File: config.mk
export PLATFORM = sky130hd
export DESIGN_NAME = banded_row_stretch_resampler_unit
export DESIGN_NICKNAME = d
export VERILOG_FILES = /design/src/rtl/brsr_pkg.sv /design/src/rtl/brsr_ctrl.sv /design/src/rtl/brsr_dp.sv /design/src/rtl/brsr_regs.sv /design/src/rtl/banded_row_stretch_resampler_unit.sv
export SDC_FILE = /design/constraint.sdc
export NUM_CORES = 2
export LEC_CHECK = 0
export ABC_AREA = 1
export BUFFER_PORTS_ARGS = -buffer_cell sky130_fd_sc_hd__buf_4
export CAP_MARGIN = 20
export CORE_UTILIZATION = 30
export DETAILED_ROUTE_END_ITERATION = 8
export GPL_TIMING_DRIVEN = 0
export PLACE_DENSITY = 0.53
export SLEW_MARGIN = 10
export SYNTH_ARGS = -nofsm -noshare
export SYNTH_HDL_FRONTEND = slang
export SYNTH_HIERARCHICAL = 1
export SYNTH_SLANG_ARGS = --single-unit
File: constraint.sdc
create_clock -name clk_i -period 15.6 [get_ports clk_i]
set_clock_uncertainty 0.1 [all_clocks]
set_input_delay 0.78 -clock clk_i [delete_from_list [all_inputs] [get_ports clk_i]]
set_output_delay 0.78 -clock clk_i [all_outputs]
set_load 0.05 [all_outputs]
File: src/rtl/brsr_pkg.sv
// Types, constants and helper functions of the banded row stretch resampler.
`timescale 1ns / 1ps

package brsr_pkg;

  // Fixed-point format and limits
  localparam int unsigned FRAC_BITS        = 12;
  localparam int unsigned MAX_SCALE_INT    = 8;
  localparam int unsigned MAX_SOURCE_WIDTH = 4096;

  localparam int unsigned SCALE_W   = 16;
  localparam int unsigned WIDTH_W   = 13;
  localparam int unsigned COUNT_W   = 16;
  localparam int unsigned ACC_W     = SCALE_W + 1;
  localparam int unsigned WEIGHT_W  = FRAC_BITS + 1;
  localparam int unsigned PROD_W    = WIDTH_W + SCALE_W;
  localparam int unsigned BLEND_W   = FRAC_BITS + 11;
  localparam int unsigned APB_ADDR_W = 3;
  localparam int unsigned APB_DATA_W = 32;

  localparam logic [SCALE_W-1:0] ONE_Q    = SCALE_W'(1 << FRAC_BITS);
  localparam logic [SCALE_W-1:0] SCALE_HI = SCALE_W'(MAX_SCALE_INT << FRAC_BITS);
  localparam logic [WIDTH_W-1:0] WIDTH_HI = WIDTH_W'(MAX_SOURCE_WIDTH);

  // Register reset values
  localparam logic [SCALE_W-1:0] SCALE_MAX_RST    = 16'd4096;
  localparam logic [WIDTH_W-1:0] SOURCE_WIDTH_RST = 13'd480;

  // Item kind codes
  localparam logic KIND_ROW_START = 1'b0;
  localparam logic KIND_PIXEL     = 1'b1;
  localparam logic OUT_PIXEL      = 1'b0;
  localparam logic OUT_BLACK      = 1'b1;

  // Register index
  typedef enum logic {
    REG_SCALE_MAX    = 1'b0,
    REG_SOURCE_WIDTH = 1'b1
  } reg_idx_e;

  // Controller states
  typedef enum logic [3:0] {
    ST_IDLE,
    ST_RES_NEXT,
    ST_RES_SELF,
    ST_GEO_MUL1,
    ST_GEO_MUL2,
    ST_GEO_DIV,
    ST_GEO_CNT,
    ST_MARGIN,
    ST_CLOSE
  } ctrl_state_e;

  typedef struct packed {
    logic               kind;
    logic [SCALE_W-1:0] row_scale;
    logic               band_start;
    logic [7:0]         red_in;
    logic [7:0]         green_in;
    logic [7:0]         blue_in;
    logic [7:0]         alpha_in;
    logic               row_end;
  } in_item_t;

  typedef struct packed {
    logic               out_kind;
    logic [7:0]         red_out;
    logic [7:0]         green_out;
    logic [7:0]         blue_out;
    logic [7:0]         alpha_out;
    logic [COUNT_W-1:0] run_length;
    logic               row_last;
  } out_item_t;

  typedef struct packed {
    logic [SCALE_W-1:0] scale_max;
    logic [WIDTH_W-1:0] source_width;
  } cfg_t;

  // Controller to datapath commands
  typedef struct packed {
    logic start_row;
    logic take_pixel;
    logic res_step;
    logic res_self;
    logic geo_mul1;
    logic geo_mul2;
    logic geo_div;
    logic geo_cnt;
    logic set_row;
    logic emit_margin;
    logic emit_close;
  } dp_cmd_t;

  // Datapath to controller status
  typedef struct packed {
    logic held_valid;
    logic quota_done;
    logic active_zero;
    logic res_adv;
    logic margin_nz;
    logic slot_free;
  } dp_status_t;

  function automatic logic [SCALE_W-1:0] clamp_scale(input logic [SCALE_W-1:0] v);
    logic [SCALE_W-1:0] r;
    if (v < ONE_Q) begin
      r = ONE_Q;
    end else if (v > SCALE_HI) begin
      r = SCALE_HI;
    end else begin
      r = v;
    end
    return r;
  endfunction

  function automatic logic [WIDTH_W-1:0] clamp_width(input logic [WIDTH_W-1:0] v);
    logic [WIDTH_W-1:0] r;
    if (v == '0) begin
      r = WIDTH_W'(1);
    end else if (v > WIDTH_HI) begin
      r = WIDTH_HI;
    end else begin
      r = v;
    end
    return r;
  endfunction

endpackage

File: src/rtl/brsr_ctrl.sv
// Sequencing state machine of the banded row stretch resampler.
`timescale 1ns / 1ps

module brsr_ctrl (
  input  logic                  clk_i,
  input  logic                  rst_ni,
  input  logic                  in_valid_i,
  output logic                  in_ready_o,
  input  brsr_pkg::in_item_t    in_data_i,
  input  brsr_pkg::dp_status_t  status_i,
  output brsr_pkg::dp_cmd_t     cmd_o
);
  import brsr_pkg::*;

  ctrl_state_e state_q, state_d;
  logic        row_end_q, row_end_d;
  logic        closing_q, closing_d;

  // State register
  always_ff @(posedge clk_i or negedge rst_ni) begin
    if (!rst_ni) begin
      state_q   <= ST_IDLE;
      row_end_q <= 1'b0;
      closing_q <= 1'b0;
    end else begin
      state_q   <= state_d;
      row_end_q <= row_end_d;
      closing_q <= closing_d;
    end
  end

  // Next state and commands
  always_comb begin
    state_d    = state_q;
    row_end_d  = row_end_q;
    closing_d  = closing_q;
    cmd_o      = '0;
    in_ready_o = 1'b0;
    case (state_q)
      ST_IDLE: begin
        in_ready_o = 1'b1;
        if (in_valid_i) begin
          if (in_data_i.kind == KIND_ROW_START) begin
            cmd_o.start_row = 1'b1;
            closing_d       = 1'b0;
            state_d         = ST_GEO_MUL1;
          end else if (!status_i.quota_done) begin
            cmd_o.take_pixel = 1'b1;
            row_end_d        = in_data_i.row_end;
            if (status_i.held_valid) begin
              state_d = ST_RES_NEXT;
            end else if (in_data_i.row_end) begin
              state_d = ST_RES_SELF;
            end
          end
        end
      end
      // Held pixel blended toward the new one
      ST_RES_NEXT: begin
        if (status_i.active_zero) begin
          state_d = row_end_q ? ST_RES_SELF : ST_IDLE;
        end else if (status_i.slot_free) begin
          cmd_o.res_step = 1'b1;
          if (status_i.res_adv) begin
            state_d = row_end_q ? ST_RES_SELF : ST_IDLE;
          end
        end
      end
      // Last pixel of the row blended with itself
      ST_RES_SELF: begin
        if (status_i.active_zero) begin
          closing_d = 1'b1;
          state_d   = ST_GEO_MUL1;
        end else if (status_i.slot_free) begin
          cmd_o.res_step = 1'b1;
          cmd_o.res_self = 1'b1;
          if (status_i.res_adv) begin
            closing_d = 1'b1;
            state_d   = ST_GEO_MUL1;
          end
        end
      end
      ST_GEO_MUL1: begin
        cmd_o.geo_mul1 = 1'b1;
        state_d        = ST_GEO_MUL2;
      end
      ST_GEO_MUL2: begin
        cmd_o.geo_mul2 = 1'b1;
        state_d        = ST_GEO_DIV;
      end
      ST_GEO_DIV: begin
        cmd_o.geo_div = 1'b1;
        state_d       = ST_GEO_CNT;
      end
      ST_GEO_CNT: begin
        cmd_o.geo_cnt = 1'b1;
        if (closing_q) begin
          state_d = ST_CLOSE;
        end else begin
          cmd_o.set_row = 1'b1;
          state_d       = status_i.margin_nz ? ST_MARGIN : ST_IDLE;
        end
      end
      ST_MARGIN: begin
        if (status_i.slot_free) begin
          cmd_o.emit_margin = 1'b1;
          state_d           = ST_IDLE;
        end
      end
      ST_CLOSE: begin
        if (status_i.slot_free) begin
          cmd_o.emit_close = 1'b1;
          state_d          = ST_IDLE;
        end
      end
      default: begin
        state_d = ST_IDLE;
      end
    endcase
  end

endmodule

File: src/rtl/brsr_dp.sv
// Datapath: accumulator, blender, row geometry and output register.
`timescale 1ns / 1ps

module brsr_dp (
  input  logic                  clk_i,
  input  logic                  rst_ni,
  input  brsr_pkg::cfg_t        cfg_i,
  input  brsr_pkg::in_item_t    in_data_i,
  input  brsr_pkg::dp_cmd_t     cmd_i,
  output brsr_pkg::dp_status_t  status_o,
  output logic                  out_valid_o,
  input  logic                  out_ready_i,
  output brsr_pkg::out_item_t   out_data_o
);
  import brsr_pkg::*;

  localparam int unsigned WRAW_W = PROD_W - FRAC_BITS;
  localparam int unsigned LSUM_W = PROD_W - FRAC_BITS + 2;

  // Weighted blend of two bytes, truncated
  function automatic logic [7:0] blend(input logic [7:0] a, input logic [7:0] b,
                                       input logic [WEIGHT_W-1:0] w);
    logic signed [8:0]         d;
    logic signed [BLEND_W-1:0] prod;
    logic signed [BLEND_W-1:0] sum;
    d    = $signed({1'b0, a}) - $signed({1'b0, b});
    prod = $signed({1'b0, w}) * d;
    sum  = prod + $signed({3'b0, b, {FRAC_BITS{1'b0}}});
    return sum[FRAC_BITS+7:FRAC_BITS];
  endfunction

  // Control state
  logic                 held_valid_q;
  logic                 quota_done_q;
  logic [ACC_W-1:0]     acc_q;
  logic [SCALE_W-1:0]   cur_scale_q;
  logic [COUNT_W-1:0]   active_left_q;
  logic [COUNT_W-1:0]   left_margin_q;
  logic                 out_valid_q;

  // Payload registers
  logic [31:0]          held_q;
  logic [31:0]          new_px_q;
  logic [PROD_W-1:0]    prod_q;
  logic [COUNT_W-1:0]   wout_q;
  logic [COUNT_W-1:0]   l_q;
  logic [COUNT_W-1:0]   m_q;
  logic [COUNT_W-1:0]   n_q;
  out_item_t            out_q;

  logic [WIDTH_W-1:0]   w_eff;
  logic [SCALE_W-1:0]   smax;
  logic [SCALE_W-1:0]   diff;
  logic [SCALE_W-1:0]   mul_b;
  logic [PROD_W-1:0]    mul_p;
  logic [WRAW_W-1:0]    wout_raw;
  logic [LSUM_W-1:0]    lsum;
  logic [WRAW_W-1:0]    l_full;
  logic [COUNT_W-1:0]   k_val;
  logic [COUNT_W-1:0]   n_comb;
  logic signed [COUNT_W+1:0] run_s;
  logic [COUNT_W-1:0]   run_sat;
  logic [31:0]          in_px;
  logic [31:0]          partner;
  logic [ACC_W-1:0]     acc_eff;
  logic [WEIGHT_W-1:0]  w;
  logic [WEIGHT_W-1:0]  rem;
  logic [ACC_W-1:0]     acc_sub;
  logic [ACC_W-1:0]     acc_reload;
  logic                 adv;
  logic                 slot_free;
  logic                 load_out;
  out_item_t            out_d;

  assign in_px = {in_data_i.alpha_in, in_data_i.blue_in, in_data_i.green_in, in_data_i.red_in};

  // Geometry: one shared multiplier, then shifts and compares
  assign w_eff    = clamp_width(cfg_i.source_width);
  assign smax     = clamp_scale(cfg_i.scale_max);
  assign diff     = (cur_scale_q < smax) ? (smax - cur_scale_q) : '0;
  assign mul_b    = cmd_i.geo_mul1 ? smax : diff;
  assign mul_p    = {{SCALE_W{1'b0}}, w_eff} * {{WIDTH_W{1'b0}}, mul_b};
  assign wout_raw = prod_q[PROD_W-1:FRAC_BITS];
  assign lsum     = {1'b0, prod_q[PROD_W-1:FRAC_BITS-1]} + LSUM_W'(3);
  assign l_full   = lsum[LSUM_W-1:2];
  assign k_val    = prod_q[PROD_W-1:FRAC_BITS+1];
  assign n_comb   = (m_q > l_q) ? (m_q - l_q) : '0;

  // Closing run: wout - margin - count + unused quota, clamped
  assign run_s   = $signed({2'b0, wout_q}) + $signed({2'b0, active_left_q})
                 - $signed({2'b0, left_margin_q}) - $signed({2'b0, n_q});
  assign run_sat = run_s[COUNT_W+1] ? '0 :
                   (run_s[COUNT_W] ? {COUNT_W{1'b1}} : run_s[COUNT_W-1:0]);

  // Accumulator step
  assign acc_eff    = (acc_q == '0) ? {1'b0, cur_scale_q} : acc_q;
  assign w          = (acc_eff >= {1'b0, ONE_Q}) ? ONE_Q[WEIGHT_W-1:0] : acc_eff[WEIGHT_W-1:0];
  assign rem        = ONE_Q[WEIGHT_W-1:0] - w;
  assign acc_sub    = acc_eff - {{(ACC_W-WEIGHT_W){1'b0}}, w};
  assign adv        = (acc_sub == '0);
  assign acc_reload = {1'b0, cur_scale_q} - {{(ACC_W-WEIGHT_W){1'b0}}, rem};
  assign partner    = cmd_i.res_self ? held_q : new_px_q;

  assign slot_free = !out_valid_q || out_ready_i;
  assign load_out  = cmd_i.res_step || cmd_i.emit_margin || cmd_i.emit_close;

  // Result to be loaded
  always_comb begin
    out_d = '0;
    if (cmd_i.res_step) begin
      out_d.out_kind  = OUT_PIXEL;
      out_d.red_out   = blend(held_q[7:0], partner[7:0], w);
      out_d.green_out = blend(held_q[15:8], partner[15:8], w);
      out_d.blue_out  = blend(held_q[23:16], partner[23:16], w);
      out_d.alpha_out = held_q[31:24];
    end else if (cmd_i.emit_margin) begin
      out_d.out_kind   = OUT_BLACK;
      out_d.run_length = left_margin_q;
    end else begin
      out_d.out_kind   = OUT_BLACK;
      out_d.run_length = run_sat;
      out_d.row_last   = 1'b1;
    end
  end

  // Row and accumulator state
  always_ff @(posedge clk_i or negedge rst_ni) begin
    if (!rst_ni) begin
      held_valid_q  <= 1'b0;
      quota_done_q  <= 1'b0;
      acc_q         <= {1'b0, ONE_Q};
      cur_scale_q   <= ONE_Q;
      active_left_q <= '0;
      left_margin_q <= '0;
    end else begin
      if (cmd_i.start_row) begin
        cur_scale_q  <= clamp_scale(in_data_i.row_scale);
        held_valid_q <= 1'b0;
        quota_done_q <= 1'b0;
        if (in_data_i.band_start) begin
          acc_q <= {1'b0, clamp_scale(in_data_i.row_scale)};
        end
      end
      if (cmd_i.take_pixel && !held_valid_q) begin
        held_valid_q <= 1'b1;
      end
      if (cmd_i.res_step) begin
        acc_q         <= adv ? acc_reload : acc_sub;
        active_left_q <= active_left_q - COUNT_W'(1);
      end
      if (cmd_i.set_row) begin
        left_margin_q <= l_q;
        active_left_q <= n_comb;
      end
      if (cmd_i.emit_close) begin
        quota_done_q <= 1'b1;
        held_valid_q <= 1'b0;
      end
    end
  end

  // Pixel and geometry payload
  always_ff @(posedge clk_i) begin
    if (cmd_i.take_pixel) begin
      new_px_q <= in_px;
      if (!held_valid_q) begin
        held_q <= in_px;
      end
    end
    if (cmd_i.res_step && adv && !cmd_i.res_self) begin
      held_q <= new_px_q;
    end
    if (cmd_i.geo_mul1 || cmd_i.geo_mul2) begin
      prod_q <= mul_p;
    end
    if (cmd_i.geo_mul2) begin
      wout_q <= (wout_raw > WRAW_W'({COUNT_W{1'b1}})) ? {COUNT_W{1'b1}} : wout_raw[COUNT_W-1:0];
    end
    if (cmd_i.geo_div) begin
      l_q <= (l_full > WRAW_W'({COUNT_W{1'b1}})) ? {COUNT_W{1'b1}} : l_full[COUNT_W-1:0];
      m_q <= (wout_q > k_val) ? (wout_q - k_val) : '0;
    end
    if (cmd_i.geo_cnt) begin
      n_q <= n_comb;
    end
    if (load_out) begin
      out_q <= out_d;
    end
  end

  // Output register valid
  always_ff @(posedge clk_i or negedge rst_ni) begin
    if (!rst_ni) begin
      out_valid_q <= 1'b0;
    end else if (load_out) begin
      out_valid_q <= 1'b1;
    end else if (out_ready_i) begin
      out_valid_q <= 1'b0;
    end
  end

  assign out_valid_o = out_valid_q;
  assign out_data_o  = out_q;

  assign status_o.held_valid  = held_valid_q;
  assign status_o.quota_done  = quota_done_q;
  assign status_o.active_zero = (active_left_q == '0);
  assign status_o.res_adv     = adv;
  assign status_o.margin_nz   = (l_q != '0);
  assign status_o.slot_free   = slot_free;

endmodule

File: src/rtl/brsr_regs.sv
// APB configuration registers of the banded row stretch resampler.
`timescale 1ns / 1ps

module brsr_regs (
  input  logic                                clk_i,
  input  logic                                rst_ni,
  input  logic                                psel,
  input  logic                                penable,
  input  logic                                pwrite,
  input  logic [brsr_pkg::APB_ADDR_W-1:0]     paddr,
  input  logic [brsr_pkg::APB_DATA_W-1:0]     pwdata,
  output logic [brsr_pkg::APB_DATA_W-1:0]     prdata,
  output logic                                pready,
  output brsr_pkg::cfg_t                      cfg_o
);
  import brsr_pkg::*;

  logic [SCALE_W-1:0] scale_max_q;
  logic [WIDTH_W-1:0] source_width_q;
  reg_idx_e           idx;
  logic               wr_en;

  assign idx    = reg_idx_e'(paddr[APB_ADDR_W-1]);
  assign pready = 1'b1;
  assign wr_en  = psel && penable && pwrite && pready;

  // Register write
  always_ff @(posedge clk_i or negedge rst_ni) begin
    if (!rst_ni) begin
      scale_max_q    <= SCALE_MAX_RST;
      source_width_q <= SOURCE_WIDTH_RST;
    end else if (wr_en) begin
      case (idx)
        REG_SCALE_MAX:    scale_max_q    <= pwdata[SCALE_W-1:0];
        REG_SOURCE_WIDTH: source_width_q <= pwdata[WIDTH_W-1:0];
        default: ;
      endcase
    end
  end

  // Read mux
  always_comb begin
    case (idx)
      REG_SCALE_MAX:    prdata = {{(APB_DATA_W-SCALE_W){1'b0}}, scale_max_q};
      REG_SOURCE_WIDTH: prdata = {{(APB_DATA_W-WIDTH_W){1'b0}}, source_width_q};
      default:          prdata = '0;
    endcase
  end

  assign cfg_o.scale_max    = scale_max_q;
  assign cfg_o.source_width = source_width_q;

endmodule

File: src/rtl/banded_row_stretch_resampler_unit.sv
// Top level of the banded row stretch resampler.
//
//   port group   direction  transfer on
//   in_*         input      in_valid_i && in_ready_o  (row start or source pixel)
//   out_*        output     out_valid_o && out_ready_i (image pixel or black run)
//   APB          config     psel && penable && pwrite (pready tied high)
//
// A source pixel is accepted in the idle state and then yields one image pixel
// per cycle while the output slot is free (up to eight per blend pass at scale
// 8.0, up to two passes on a row end); a blend pass stops once the row quota is
// used up. A row start runs the geometry sequence on the shared 13x16 multiplier
// and then its margin run, if any; a row end runs it before the closing run.
// Reset is asynchronous and active low; no clearing pass follows it.
// A stalled output holds the block in its emitting state; one finished result
// may wait in the output register while the next item is accepted.
`timescale 1ns / 1ps

module banded_row_stretch_resampler_unit (
  input  logic                             clk_i,
  input  logic                             rst_ni,
  input  logic                             in_valid_i,
  output logic                             in_ready_o,
  input  brsr_pkg::in_item_t               in_data_i,
  output logic                             out_valid_o,
  input  logic                             out_ready_i,
  output brsr_pkg::out_item_t              out_data_o,
  input  logic                             psel,
  input  logic                             penable,
  input  logic                             pwrite,
  input  logic [brsr_pkg::APB_ADDR_W-1:0]  paddr,
  input  logic [brsr_pkg::APB_DATA_W-1:0]  pwdata,
  output logic [brsr_pkg::APB_DATA_W-1:0]  prdata,
  output logic                             pready
);
  import brsr_pkg::*;

  cfg_t       cfg;
  dp_cmd_t    cmd;
  dp_status_t status;

  // Configuration registers
  brsr_regs u_regs (
    .clk_i   (clk_i),
    .rst_ni  (rst_ni),
    .psel    (psel),
    .penable (penable),
    .pwrite  (pwrite),
    .paddr   (paddr),
    .pwdata  (pwdata),
    .prdata  (prdata),
    .pready  (pready),
    .cfg_o   (cfg)
  );

  // Sequencer
  brsr_ctrl u_ctrl (
    .clk_i      (clk_i),
    .rst_ni     (rst_ni),
    .in_valid_i (in_valid_i),
    .in_ready_o (in_ready_o),
    .in_data_i  (in_data_i),
    .status_i   (status),
    .cmd_o      (cmd)
  );

  // Datapath
  brsr_dp u_dp (
    .clk_i       (clk_i),
    .rst_ni      (rst_ni),
    .cfg_i       (cfg),
    .in_data_i   (in_data_i),
    .cmd_i       (cmd),
    .status_o    (status),
    .out_valid_o (out_valid_o),
    .out_ready_i (out_ready_i),
    .out_data_o  (out_data_o)
  );

endmodule

# Word-level counts from Yosys, hierarchy flattened
# Cells that the tools add are included.
classes:
  n_addsub: 17
  n_mul: 4
  n_lt_le_gt_ge: 11
  n_eq_ne: 18
  muxes: 74
  n_bitwise: 2
  reduce_logical: 34
ops:
  columns: ["operator", "n"]
  rows:
  - ["16-bit 2-to-1 mux", 12]
  - ["32-bit 2-to-1 mux", 3]
  - ["17-bit 2-to-1 mux", 5]
  - ["32-bit case mux with 2 select lines", 1]
  - ["20-bit adder", 3]
  - ["14-bit by 9-bit multiplier with 20-bit output", 3]
  - ["4-bit 2-to-1 mux", 13]
  - ["16-bit subtractor", 3]
  - ["13-bit 2-to-1 mux", 3]
  - ["18-bit by 17-bit subtractor with 18-bit output", 2]
  - ["17-bit by 16-bit > comparator with 1-bit output (second input constant)", 2]
  - ["17-bit zero test", 2]
  - ["16-bit > comparator", 2]
  - ["16-bit > comparator (second input constant)", 2]
  - ["16-bit by 13-bit < comparator with 1-bit output (second input constant)", 2]
  - ["4-bit case mux with 8 select lines", 1]
  - ["13-bit by 16-bit multiplier with 29-bit output", 1]
  - ["8-bit by 8-bit subtractor with 9-bit output", 3]
  - ["1-bit 2-to-1 mux", 26]
  - ["24-bit 2-to-1 mux", 1]
  - ["18-bit by 2-bit adder with 19-bit output (second input constant)", 1]
  - ["16-bit by 16-bit adder with 17-bit output", 1]
  - ["17-bit by 13-bit greater-or-equal comparator with 1-bit output (second input constant)", 1]
  - ["16-bit by 13-bit subtractor with 17-bit output", 1]
  - ["other kinds (32)", 66]
totals:
  register_bits: 310
  inputBits: 93
  output_inout_bits: 85
  wordCells: 186

# Longest topological paths before layout
depth:
  depth_word: 10
  depth_mapped: 45
  mapped_depth_nobuf: 44

# Cells and area by module
# The synthesis kept the hierarchy.
modules_own_cells:
  columns: ["mod", "n_inst", "cells_per_inst", "area_per_inst_um2", "seq_area_each_um2"]
  rows:
  - ["brsr_dp", 1, 4275, 34594.4, 7589.8]
  - ["brsr_regs", 1, 197, 1492.7, 732.0]
  - ["brsr_ctrl", 1, 88, 530.5, 150.1]

# Worst setup path after synthesis
# No wires, ideal clock.
synth_path:
  path_type: "register -> register"
  from: "reg u_dp.active_left_q[0]"
  to: "reg u_dp.out_q, in the netlist u_dp/out_data_o[35], data pin"
  setup_ns: 0.268
  t_arrival_ns: 7.601
  t_required_ns: 15.232
  setup_slack_ns: 7.631
  stages_incl_launch_ff: 42
  n_path_buf: 4
  synth_period_minus_slack_ns: 7.969
  path_cell_list: "dfrtp_1 -> inv_1 -> ha_1 -> nand2_1 -> nor4_1 -> nand2_1 -> nor3_1 -> nor3_1 -> clkbuf_1 -> inv_1 -> buf_2 -> clkbuf_1 -> or2_2 -> o21ai_0 -> ha_1 -> nand3_1 -> nand2_1 -> a21oi_1 -> [... 6 more ...] -> fa_1 -> fa_1 -> inv_1 -> fa_1 -> fa_1 -> inv_1 -> fa_1 -> inv_1 -> ha_1 -> a21oi_1 -> nor2_1 -> a211oi_1 -> nand2_1 -> a21o_1 -> nand2_1 -> nand2_1 -> nor2_1 -> nor3b_1"
synth_rtl:
  columns: ["element", "line_no", "text"]
  rows:
  - ["start, declared", "brsr_dp.sv:37", "logic [COUNT_W-1:0] active_left_q;"]
  - ["start signal, assigned", "brsr_dp.sv:149", "active_left_q <= active_left_q - COUNT_W'(1);"]
  - ["start signal, assigned", "brsr_dp.sv:153", "active_left_q <= n_comb;"]
  - ["end signal, assigned", "brsr_dp.sv:187", "out_q <= out_d;"]
  - ["end, declared", "brsr_dp.sv:49", "out_item_t out_q;"]

==> results.json <==
{
  "arrival_ns": 11.96,
  "clkLatencyLatePin_ns": 0.60,
  "cts_htree_levels": 2,
  "drive_above_1_share": 0.0785,
  "yosys_warnings": 6,
  "final_nets": 5590,
  "die_w_microns": 351,
  "place.gp.congestion": 0.922,
  "rsz0062_at_grt": "false",
  "critPathLaunchType": "flip-flop",
  "grt_pass1_vias": 30400,
  "via_per_inst": 4.67,
  "num_rows": 127,
  "clk_pin_slew_ns": 0.06,
  "worstSetupEndpointType": "flip-flop",
  "die_area_sq_um": 123000,
  "synthAdderAreaFrac": 0.339,
  "path_common_cell": "inv_1",
  "fmax_mhz": 85.4,
  "slew_violations": 0,
  "wl_microns": 113000,
  "cap_violations": 0,
  "cts_tree": "built",
  "synth-async-reset-ratio": 0.344,
  "clock_sinks": 299,
  "ios": 178,
  "clockBufferDepth": 3,
  "synth_top_family_by_area": "adder cells",
  "timing.setup.tns_ns": 0,
  "netlist_area_sq_um": 36600,
  "required_ns": 15.85,
  "cp_max_fo": 10,
  "antennaDiodeCount": 0,
  "avgSynthCellArea_sq_um": 8.03,
  "finalCritPeriodShare": 0.751,
  "cts_root_buf": "clkbuf_16",
  "fp.coreArea_sq_um": 120000,
  "synthMuxAreaShare": 0.000547,
  "wl_per_cell_microns": 17.5,
  "antenna_found_initial": 3,
  "synth_ff_type": "edfxtp_1",
  "crit_type": "reg -> reg",
  "die_h_microns": 351,
  "synth_cell_types": 62,
  "synth_xor_area_frac": 0.0285,
  "postSynthCellCount": 4560,
  "syn2layout_area_growth_pct": 12.9,
  "grt_pass1_wl_microns": 174000,
  "cp_slowest_cell": "clkbuf_1",
  "postCtsSetupBuffers": 0,
  "max_stage_delay_ns": 0.78,
  "yosys.area_share.simple": 0.198,
  "portBuffers": 142,
  "numCtsBuffers": 39,
  "worstMarginPinSlew_ns": 1.04,
  "outcome": "complete, no violations",
  "initial_utilization": 0.304,
  "overflow": 0,
  "finalCriticalPeriod_ns": 11.71,
  "grt_max_degree": 79,
  "setup_viol": 0,
  "route.detailed.drc": 0,
  "final_core_utilization": 0.343,
  "slew_headroom": 0.304,
  "synth_seq_cells": 299,
  "dp_hpwl_microns": 92800,
  "hp-class": "in -> reg",
  "seq_area_frac_synth": 0.231,
  "ant_nets": 0,
  "synth_compound_area_frac": 0.0852,
  "synth_edf_count": 196,
  "first_pass_iters": 6,
  "drt_iter0_drc": 1886,
  "hold_viol": 0,
  "vias": 30000,
  "grt_util_all_layers": 0.184
}
## cells in the mapped netlist, drive strengths merged (52+ instances only)
cell | n | area [sq um]
nand2 | 1013 | 3870
inv | 928 | 3490
nor2 | 475 | 1800
fa | 444 | 8890
ha | 283 | 3540
a21oi | 231 | 1160
o21ai | 214 | 1160
edfxtp | 196 | 5890
nand3 | 152 | 781
clkbuf | 99 | 373
dfrtp | 96 | 2400
xor2 | 81 | 709
buf | 52 | 360
## stage by stage
| stage | worst slack (ns) | area, sq um | std cells | hold slack, ns |
|---|---|---|---|---|
| 4_1_cts | 3.84 | 41300 | 6412 | 0.229 |
| 5_1_grt | 3.28 | 41300 | 6413 | 0.243 |
| 6_report | 3.89 | 41300 | 6413 | 0.265 |
| 3_5_place_dp | 3.90 | 39900 | 6339 | 0.373 |
| 3_3_place_gp | 3.94 | 39800 | 6329 | 0.362 |
| 2_1_floorplan | 7.63 | 36700 | 4575 | 0.343 |
## critical path: cells and delay by family (launching register included)
| kind | cells | cell delay, ns |
|---|---|---|
| and+or+nand+nor | 12 | 2.46 |
| AOI/OAI and AO/OA | 5 | 1.03 |
| xor gates and xnor gates | 1 | 0.54 |
| DFF | 1 | 0.43 |
| adders and majority gates | 8 | 3.28 |
| buffers and inverters | 11 | 3.59 |
## path summary, 6_finish.rpt
check	startpoint	endpoint	slack (ns)	cells past startpoint
max in group asynchronous	rst_ni	u_regs/source_width_q[5]	14.12	3
hold / removal	in_data_i[26]	u_dp/new_px_q[1]	0.27	1
min in group asynchronous	rst_ni	u_dp/left_margin_q[14]	0.51	2
setup / recovery	u_dp/active_left_q[1]	u_dp/out_data_o[40]	3.89	37
setup reg to reg	u_dp/active_left_q[1]	u_dp/out_data_o[40]	3.89	37
hold reg to reg	u_dp/quota_done_q	u_dp/quota_done_q	0.39	2
## cells by family (layout without fill, tap and decap cells)
group	count (synthesis)	in the layout
muxes	2	2
buffers and inverters	1089	1315
xor gates and xnor gates	119	119
DFF	299	299
and+or+nand+nor	1771	1771
AOI/OAI and AO/OA	550	550
other	3	18
adders and majority gates	727	727
## state kept, by name, summed over array words and instances, names as in the netlist
register,count
u_dp/held_q,32
u_dp/prod_q,18
u_dp/wout_q,16
u_dp/quota_done_q,1
u_dp/held_valid_q,1
u_ctrl/state_q,4
u_regs/scale_max_q,16
u_regs/source_width_q,13
u_dp/left_margin_q,16
u_dp/acc_q,17
u_dp/m_q,16
u_dp/active_left_q,16
u_dp/out_valid_o,1
u_ctrl/row_end_q,1
u_dp/l_q,16
u_ctrl/closing_q,1
u_dp/cur_scale_q,16
u_dp/new_px_q,32
u_dp/n_q,16
u_dp/out_data_o,50
## placed cells by master (no fill, tap or decap), types with 9 or more instances in the layout
cell type / n
nand2_1: 986
inv_1: 918
nor2_1: 468
fa_1: 444
ha_1: 283
a21oi_1: 229
edfxtp_1: 196
o21ai_0: 175
buf_4: 163
nand3_1: 148
clkbuf_1: 101
dfrtp_1: 96
xor2_1: 81
nor3_1: 43
clkbuf_16: 39
xnor2_1: 38
o21bai_1: 31
nand4_1: 31
or2_2: 26
nand2_2: 25
o21ai_2: 25
o21a_1: 20
conb_1: 18
nor4_1: 16
buf_6: 14
o21ai_1: 14
clkinv_1: 13
buf_2: 12
a21o_1: 10
inv_2: 9
buf_1: 9
a211oi_1: 9
## what timing repair did
item / CTS / global route
endpoints found under the hold margin: 25 / 0
resized for setup: 0 / 0
hold buffers: 1 / 0
## cell type report
type	instances	area [sq um]
fill	12800	79100
clock buffer	43	1000
multi-input combinational	3187	24000
sequential	299	8470
tap	1612	2020
inverter	938	3520
buffer	151	733
clock inverter	29	362
timing repair buffer	154	1270
## routing by layer
metal	global-route usage	vias to the layer above	share of wire
met5	0	-	0.00024
met1	0.241	14500	0.44
met2	0.319	771	0.48
met4	0.0487	4	0.026
li1	-	14500	-
met3	0.0245	127	0.052
Power is left out: the tool's default activity adds up to more than one toggle a clock period on the data nets, which glitch-free logic cannot reach.
